`src/design/wps_pkg.sv`:
```
// Shared types and constants for the WS2812 pixel serializer.
// No dependencies; imported by every module of the block.
package wps_pkg;

    localparam int TICK_W            = 10;
    localparam int BYTE_W            = 8;
    localparam int COLOR_BITS        = 24;
    localparam int DEF_BITS_PER_PIXEL = 24;
    localparam int IN_DATA_W         = 24;
    localparam int OUT_DATA_W        = 24;
    localparam int CFG_IDX_W         = 8;
    localparam int QUEUE_DEPTH       = 2;
    localparam int QPTR_W            = 1;
    localparam int QCNT_W            = 2;

    localparam logic [TICK_W-1:0] RST_ZERO_HIGH = TICK_W'(20);
    localparam logic [TICK_W-1:0] RST_ZERO_LOW  = TICK_W'(42);
    localparam logic [TICK_W-1:0] RST_ONE_HIGH  = TICK_W'(40);
    localparam logic [TICK_W-1:0] RST_ONE_LOW   = TICK_W'(22);

    localparam logic [CFG_IDX_W-1:0] CFG_ZERO_HIGH = CFG_IDX_W'(0);
    localparam logic [CFG_IDX_W-1:0] CFG_ZERO_LOW  = CFG_IDX_W'(1);
    localparam logic [CFG_IDX_W-1:0] CFG_ONE_HIGH  = CFG_IDX_W'(2);
    localparam logic [CFG_IDX_W-1:0] CFG_ONE_LOW   = CFG_IDX_W'(3);

    typedef struct packed {
        logic [TICK_W-1:0] zero_high;
        logic [TICK_W-1:0] zero_low;
        logic [TICK_W-1:0] one_high;
        logic [TICK_W-1:0] one_low;
    } timing_t;

    typedef struct packed {
        logic [COLOR_BITS-1:0] word;   // green in the top byte, blue at the bottom
        logic                  last;
    } pixel_t;

endpackage

```
`src/design/wps_front.sv`:
```
// Front end: accepts pixel transactions and queues them in wire order.
// Depends on wps_pkg.
module wps_front
    import wps_pkg::*;
(
    input  logic                 aclk,
    input  logic                 aresetn,
    input  logic                 s_tvalid,
    output logic                 s_tready,
    input  logic [IN_DATA_W-1:0] s_tdata,   // green[7:0], red[15:8], blue[23:16]
    input  logic                 s_tlast,   // last pixel of the frame
    output logic                 q_valid,
    output pixel_t               q_pix,
    input  logic                 q_pop
);

    pixel_t              q_mem [QUEUE_DEPTH];
    logic [QPTR_W-1:0]   wr_ptr_reg, wr_ptr_next;
    logic [QPTR_W-1:0]   rd_ptr_reg, rd_ptr_next;
    logic [QCNT_W-1:0]   count_reg, count_next;
    logic                push;
    pixel_t              in_pix;

    assign s_tready = (count_reg != QCNT_W'(QUEUE_DEPTH));
    assign push     = s_tvalid && s_tready;
    assign q_valid  = (count_reg != '0);
    assign q_pix    = q_mem[rd_ptr_reg];

    always_comb begin
        in_pix.word = {s_tdata[BYTE_W-1:0], s_tdata[2*BYTE_W-1:BYTE_W],
                       s_tdata[3*BYTE_W-1:2*BYTE_W]};
        in_pix.last = s_tlast;
    end

    always_comb begin
        wr_ptr_next = push ? wr_ptr_reg + QPTR_W'(1) : wr_ptr_reg;
        rd_ptr_next = q_pop ? rd_ptr_reg + QPTR_W'(1) : rd_ptr_reg;
        count_next  = count_reg;
        if (push && !q_pop) begin
            count_next = count_reg + QCNT_W'(1);
        end else if (!push && q_pop) begin
            count_next = count_reg - QCNT_W'(1);
        end
    end

    always_ff @(posedge aclk) begin
        if (!aresetn) begin
            wr_ptr_reg <= '0;
            rd_ptr_reg <= '0;
            count_reg  <= '0;
        end else begin
            wr_ptr_reg <= wr_ptr_next;
            rd_ptr_reg <= rd_ptr_next;
            count_reg  <= count_next;
        end
    end

    always_ff @(posedge aclk) begin
        if (push) begin
            q_mem[wr_ptr_reg] <= in_pix;
        end
    end

endmodule

```
`src/design/wps_back.sv`:
```
// Back end: shifts a queued pixel out as one pulse description per bit.
// Depends on wps_pkg; fed by wps_front.
module wps_back
    import wps_pkg::*;
#(
    parameter int BITS_PER_PIXEL = DEF_BITS_PER_PIXEL
) (
    input  logic                  aclk,
    input  logic                  aresetn,
    input  logic                  q_valid,
    input  pixel_t                q_pix,
    output logic                  q_pop,
    input  timing_t               timing,
    output logic                  m_tvalid,
    input  logic                  m_tready,
    output logic [OUT_DATA_W-1:0] m_tdata,  // line_bit[0], high_ticks[10:1], low_ticks[20:11]
    output logic                  m_tlast,  // last pulse of the pixel
    output logic                  m_tuser   // last pulse of the frame
);

    localparam int CNT_W = $clog2(BITS_PER_PIXEL);
    localparam int PAD_W = OUT_DATA_W - 2*TICK_W - 1;

    logic [BITS_PER_PIXEL-1:0] shift_reg, shift_next;
    logic [CNT_W-1:0]          cnt_reg, cnt_next;
    logic                      active_reg, active_next;
    logic                      frame_reg, frame_next;
    logic                      out_valid_reg, out_valid_next;
    logic                      out_bit_reg, out_bit_next;
    logic [TICK_W-1:0]         out_high_reg, out_high_next;
    logic [TICK_W-1:0]         out_low_reg, out_low_next;
    logic                      out_lpix_reg, out_lpix_next;
    logic                      out_lfr_reg, out_lfr_next;
    logic                      advance, final_bit, cur_bit;

    assign cur_bit   = shift_reg[BITS_PER_PIXEL-1];
    assign final_bit = (cnt_reg == CNT_W'(BITS_PER_PIXEL - 1));
    assign advance   = active_reg && (!out_valid_reg || m_tready);
    assign q_pop     = q_valid && (!active_reg || (advance && final_bit));

    always_comb begin
        shift_next     = shift_reg;
        cnt_next       = cnt_reg;
        active_next    = active_reg;
        frame_next     = frame_reg;
        out_valid_next = out_valid_reg && !m_tready;
        out_bit_next   = out_bit_reg;
        out_high_next  = out_high_reg;
        out_low_next   = out_low_reg;
        out_lpix_next  = out_lpix_reg;
        out_lfr_next   = out_lfr_reg;
        if (advance) begin
            out_valid_next = 1'b1;
            out_bit_next   = cur_bit;
            out_high_next  = cur_bit ? timing.one_high : timing.zero_high;
            out_low_next   = cur_bit ? timing.one_low  : timing.zero_low;
            out_lpix_next  = final_bit;
            out_lfr_next   = final_bit && frame_reg;
            shift_next     = {shift_reg[BITS_PER_PIXEL-2:0], 1'b0};
            cnt_next       = cnt_reg + CNT_W'(1);
            if (final_bit) begin
                active_next = 1'b0;
            end
        end
        if (q_pop) begin
            shift_next  = BITS_PER_PIXEL'({q_pix.word,
                          {(BITS_PER_PIXEL-COLOR_BITS+1){1'b0}}} >> 1);
            cnt_next    = '0;
            active_next = 1'b1;
            frame_next  = q_pix.last;
        end
    end

    always_ff @(posedge aclk) begin
        if (!aresetn) begin
            active_reg    <= 1'b0;
            out_valid_reg <= 1'b0;
        end else begin
            active_reg    <= active_next;
            out_valid_reg <= out_valid_next;
        end
    end

    always_ff @(posedge aclk) begin
        shift_reg    <= shift_next;
        cnt_reg      <= cnt_next;
        frame_reg    <= frame_next;
        out_bit_reg  <= out_bit_next;
        out_high_reg <= out_high_next;
        out_low_reg  <= out_low_next;
        out_lpix_reg <= out_lpix_next;
        out_lfr_reg  <= out_lfr_next;
    end

    assign m_tvalid = out_valid_reg;
    assign m_tdata  = {{PAD_W{1'b0}}, out_low_reg, out_high_reg, out_bit_reg};
    assign m_tlast  = out_lpix_reg;
    assign m_tuser  = out_lfr_reg;

endmodule

```
`src/design/ws2812_pixel_serializer_unit.sv`:
```
// WS2812 pixel serializer top level: timing registers, front queue, back serializer.
// Depends on wps_pkg, wps_front and wps_back.
//
// Each accepted pixel (green, red, blue, frame-end flag on tlast) becomes
// BITS_PER_PIXEL pulse transactions, green MSB first; bits past the 24 color
// bits encode zero. One pulse leaves per cycle while m_tready is high, shifted
// out of the single bit shifter in the back end; a two-entry queue lets the
// next pixels be taken while the current one drains, and pixels follow each
// other with no gap. m_tlast marks the last pulse of a pixel, m_tuser the
// last pulse of the frame. Pulse timings come from four registers that reset
// to datasheet values at 50 MHz and should be written only while no pixel is
// in flight.
module ws2812_pixel_serializer_unit
    import wps_pkg::*;
#(
    parameter int BITS_PER_PIXEL = DEF_BITS_PER_PIXEL
) (
    input  logic                  aclk,
    input  logic                  aresetn,
    input  logic                  s_tvalid,
    output logic                  s_tready,
    input  logic [IN_DATA_W-1:0]  s_tdata,   // green[7:0], red[15:8], blue[23:16]
    input  logic                  s_tlast,   // last pixel of the frame
    output logic                  m_tvalid,
    input  logic                  m_tready,
    output logic [OUT_DATA_W-1:0] m_tdata,   // line_bit[0], high_ticks[10:1], low_ticks[20:11]
    output logic                  m_tlast,   // last pulse of the pixel
    output logic                  m_tuser,   // last pulse of the frame
    input  logic                  cfg_we,
    input  logic [CFG_IDX_W-1:0]  cfg_index,
    input  logic [TICK_W-1:0]     cfg_wdata
);

    timing_t timing_reg, timing_next;
    logic    q_valid, q_pop;
    pixel_t  q_pix;

    always_comb begin
        timing_next = timing_reg;
        if (cfg_we) begin
            case (cfg_index)
                CFG_ZERO_HIGH: timing_next.zero_high = cfg_wdata;
                CFG_ZERO_LOW:  timing_next.zero_low  = cfg_wdata;
                CFG_ONE_HIGH:  timing_next.one_high  = cfg_wdata;
                CFG_ONE_LOW:   timing_next.one_low   = cfg_wdata;
                default:       timing_next = timing_reg;
            endcase
        end
    end

    always_ff @(posedge aclk) begin
        if (!aresetn) begin
            timing_reg.zero_high <= RST_ZERO_HIGH;
            timing_reg.zero_low  <= RST_ZERO_LOW;
            timing_reg.one_high  <= RST_ONE_HIGH;
            timing_reg.one_low   <= RST_ONE_LOW;
        end else begin
            timing_reg <= timing_next;
        end
    end

    wps_front u_front (
        .aclk     (aclk),
        .aresetn  (aresetn),
        .s_tvalid (s_tvalid),
        .s_tready (s_tready),
        .s_tdata  (s_tdata),
        .s_tlast  (s_tlast),
        .q_valid  (q_valid),
        .q_pix    (q_pix),
        .q_pop    (q_pop)
    );

    wps_back #(
        .BITS_PER_PIXEL (BITS_PER_PIXEL)
    ) u_back (
        .aclk     (aclk),
        .aresetn  (aresetn),
        .q_valid  (q_valid),
        .q_pix    (q_pix),
        .q_pop    (q_pop),
        .timing   (timing_reg),
        .m_tvalid (m_tvalid),
        .m_tready (m_tready),
        .m_tdata  (m_tdata),
        .m_tlast  (m_tlast),
        .m_tuser  (m_tuser)
    );

    a_frame_end_on_pixel_end: assert property (@(posedge aclk) disable iff (!aresetn)
        m_tvalid && m_tuser |-> m_tlast)
        else $error("frame end flagged on a pulse that does not end a pixel");

    a_idle_after_reset: assert property (@(posedge aclk)
        !aresetn |=> !m_tvalid)
        else $error("pulse presented right after reset");

    a_pop_only_when_queued: assert property (@(posedge aclk) disable iff (!aresetn)
        q_pop |-> q_valid)
        else $error("back end took a pixel from an empty queue");

endmodule

```
`config.mk`:
```
export PLATFORM = sky130hd
export DESIGN_NAME = ws2812_pixel_serializer_unit
export DESIGN_NICKNAME = d
export VERILOG_FILES = /design/src/design/wps_pkg.sv /design/src/design/wps_front.sv /design/src/design/wps_back.sv /design/src/design/ws2812_pixel_serializer_unit.sv
export SDC_FILE = /design/constraint.sdc
export NUM_CORES = 1
export LEC_CHECK = 0
export ABC_CLOCK_PERIOD_IN_PS = 3220
export BUFFER_PORTS_ARGS = -buffer_cell sky130_fd_sc_hd__buf_4
export CAP_MARGIN = 20
export CORE_UTILIZATION = 29
export CTS_CLUSTER_DIAMETER = 60
export DETAILED_ROUTE_END_ITERATION = 6
export PLACE_DENSITY = 0.57
export SLEW_MARGIN = 10
export SYNTH_ARGS = -nofsm -noshare
export SYNTH_HDL_FRONTEND = slang
export SYNTH_SLANG_ARGS = --single-unit
```
`constraint.sdc`:
```
create_clock -name aclk -period 3.22 [get_ports aclk]
set_input_delay 0.644 -clock aclk [delete_from_list [all_inputs] [get_ports aclk]]
set_output_delay 0.644 -clock aclk [all_outputs]
set_load 0.05 [all_outputs]
```
==> run_results.csv <==
group,metric,value,unit
synthesis,synth_top_family_by_area,"multiplexers",
pwr,sw_frac_of_total,29.1,%
clocking,cts_sinks,150,
finish,stdcell_count,753,
global_route,antenna_found_initial,0,
clocking,postCtsSetupRepairBufs,0,
clocking,holdBufCountCts,0,
global_route,grt_start_max_net_pins,44,
synthesis,synth_edf_count,98,
drt,firstDrtPassIters,4,
pwr,internal_power,4.39,mW
finish,final_cell_mix,"98 x edfxtp_1, 80 x buf_4, 65 x mux2_2",
synthesis,synth_xor_area_share,0.296,%
pwr,p_comb_share,24.8,%
placed_design,portBuffers,72,
timing,drv_slew,0,
pwr,p_per_area,850,nW/um^2
floorplanning,die_area,21000,sq um
setup_path,r2r.worst_path.cells,6,
global_route,overflow,0,
floorplanning,die_h,145,microns
drt,via_per_inst,4.41,
placed_design,dp_hpwl,7010,microns
pwr,pwr-share-seq,44.9,%
status,status,"finished, final reports clean",
finish,layout_commonest_cell,"edfxtp_1",
setup_path,timing.rr.end,"u_back.shift_reg[21]",
timing,rsz0062_at_grt,"no",
clocking,htreeDepth,4,
clocking,clkLatencyLatePin,0.42,ns
drt,drtAntennaViolNets,0,
timing,max_freq,458,MHz
global_route,grtUsageMet1,12.8,%
synthesis,seq_area_frac_synth,67.4,%
drt,drt-initial-drc-count,217,
clocking,clockBufferDepth,2,
timing,hold_ws,0.409,ns
synthesis,synth-compound-area-share,2.14,%
setup_path,r2r_slack,1.04,ns
floorplanning,initial_core_util,30.0,%
global_route,met3_usage,3.75,%
global_route,use_met2,19.3,%
synthesis,netlist_area,5910,sq um
clocking,tritoncts,"built",
pwr,power,6.18,mW
synthesis,synth_seq_cells,150,
synthesis,synth-main-ff-cell,"edfxtp_1",
finish,area_growth,23.1,%
flow_run,max_cap_violations,0,
timing,finClkSkew,0.0147,ns
finish,layout-drive-gt1-share,36.9,%
finish,largest_reg_flops,50,
timing,hold_viol,0,
global_route,grt_busiest_layer,"met2",
timing,worstMarginPinSlew,1.07,ns
drt,drc,0,
clocking,cts_resized,0,
setup_path,crit_required,3.39,ns
floorplanning,row_count,51,
synthesis,yosysWarnings,0,
synthesis,avgSynthCellArea,14.8,sq um
global_route,grt_pass1_wl,17200,microns
drt,vias,3320,
setup_path,cp_max_fo,24,
pwr,leakage,2.76,nW
finish,fin_nets,526,
pwr,worst_ir_drop_vdd,0.488,mV
global_route,grt_pass1_vias,3385,
synthesis,synth.distinct_cells,37,
global_route,globalRouteTotalUtil,11.2,%
drt,totalWireLength,10800,microns
setup_path,criticalPathCategory,"register to register",
floorplanning,dieWidth,145,microns
synthesis,async_reset_ff_share,0,%
setup_path,startpoint,"u_back.cnt_reg[0]",
finish,n_antenna_cell,0,
pwr,pwr-share-clk,30.3,%
synthesis,synthAdderAreaFrac,0.423,%
floorplanning,ios,76,
timing,relSlewSlack,28.6,%
finish,num-fill-cells,1845,
setup_path,arrival,2.35,ns
setup_path,crit_end,"u_back.shift_reg[21]",
timing,period_share,67.8,%
synthesis,synthMuxAreaShare,20.0,%
setup_path,reg2reg_from,"u_back.cnt_reg[0]",
drt,wire_per_inst,14.4,microns
timing,fin_tns_setup,0,ns
setup_path,critPathLaunchType,"register",
timing,setup_viol_count_final,0,
clocking,clk_pin_slew,0.06,ns
synthesis,syn_inst,400,
floorplanning,core_region_area,19700,sq um
finish,finish.utilization,36.9,%
worst_hold_path,worstHoldPathType,"input pin to register",
clocking,cts_made_buffers,17,
synthesis,synth-simple-area-share,6.88,%
placed_design,gp_congestion,0.693,
placed_design,placed_cells,722,
clocking,clock-root-buffer,"clkbuf_16",
timing,finalCriticalPeriod,2.18,ns
pwr,power_switching,1.80,mW
setup_path,cp-end-kind,"register",
[final cells by class]
class	instances	area, sq um	area share [%]
clock buffer	18	429	5.90
multi-input combinational	221	1770	24.4
tap	265	332	4.56
sequential	150	3980	54.8
timing repair buffer	80	601	8.26
clock inverter	13	133	1.82
inverter	6	22.5	0.310
[metal layers]
layer  up-vias  wire (microns)
met3         6             507
met1      1626            4820
met5         -               0
li1       1604               -
met4         0              77
met2        84            5410
[worst max-delay path, cell delays in order (launching register included)]
cell and delay [ns]:
dfxtp_1 0.36, ha_1 0.22, nand4b_2 0.18, o31ai_4 0.24, buf_4 0.21, buf_4 0.32
mux2_2 0.39
[per-stage QoR]
step	setup slack (ns)	instance area, sq um
after CTS	1.01	7270
final	1.04	7270
after global routing	0.882	7270
after detailed placement	0.798	6710
after global placement	0.856	6710
after floorplan	0.397	5920
[power groups by stage]
stage                     logic, mW  clock network, mW  registers, mW
final                          1.53               1.88           2.78
after floorplan               0.976                  0           2.97
after global routing           1.66               2.01           2.83
after detailed placement       1.56                  0           2.82
after CTS                      1.57               1.92           2.78
after global placement         1.52                  0           2.82
[Yosys cell counts (all sizes together) (4+ instances only)]
master,number,area [sq um]
a21oi,9,45.0
buf,13,95.1
clkbuf,12,45.0
dfxtp,52,1040
edfxtp,98,2940
inv,6,22.5
mux2,67,754
mux2i,43,430
nand2,41,154
nand3,4,20.0
nor2,18,67.6
o21ai,4,20.0
o31ai,4,43.8
[cells by family (layout without fill, tap and decap cells)]
family,count (synthesis),after routing
buffers and inverters,31,117
and+or+nand+nor,85,85
adders and majority gates,2,2
AOI/OAI and AO/OA,19,19
muxes,110,110
xor gates and xnor gates,2,2
other,1,3
DFF,150,150
[worst min-delay path by stage]
stage                     slack, ns                    to  cells past startpoint           start
after CTS                      0.39   u_front.q_mem[1][9]                      1      s_tdata[8]
after global routing           0.38   u_front.q_mem[1][9]                      1      s_tdata[8]
after floorplan                0.43        timing_reg[20]                      2  timing_reg[20]
after detailed placement       0.45        timing_reg[28]                      2  timing_reg[28]
final                          0.41  u_front.q_mem[0][18]                      1      s_tdata[1]
after global placement         0.44        timing_reg[27]                      2  timing_reg[27]
Note: power is estimated with default switching activity, not from simulation.
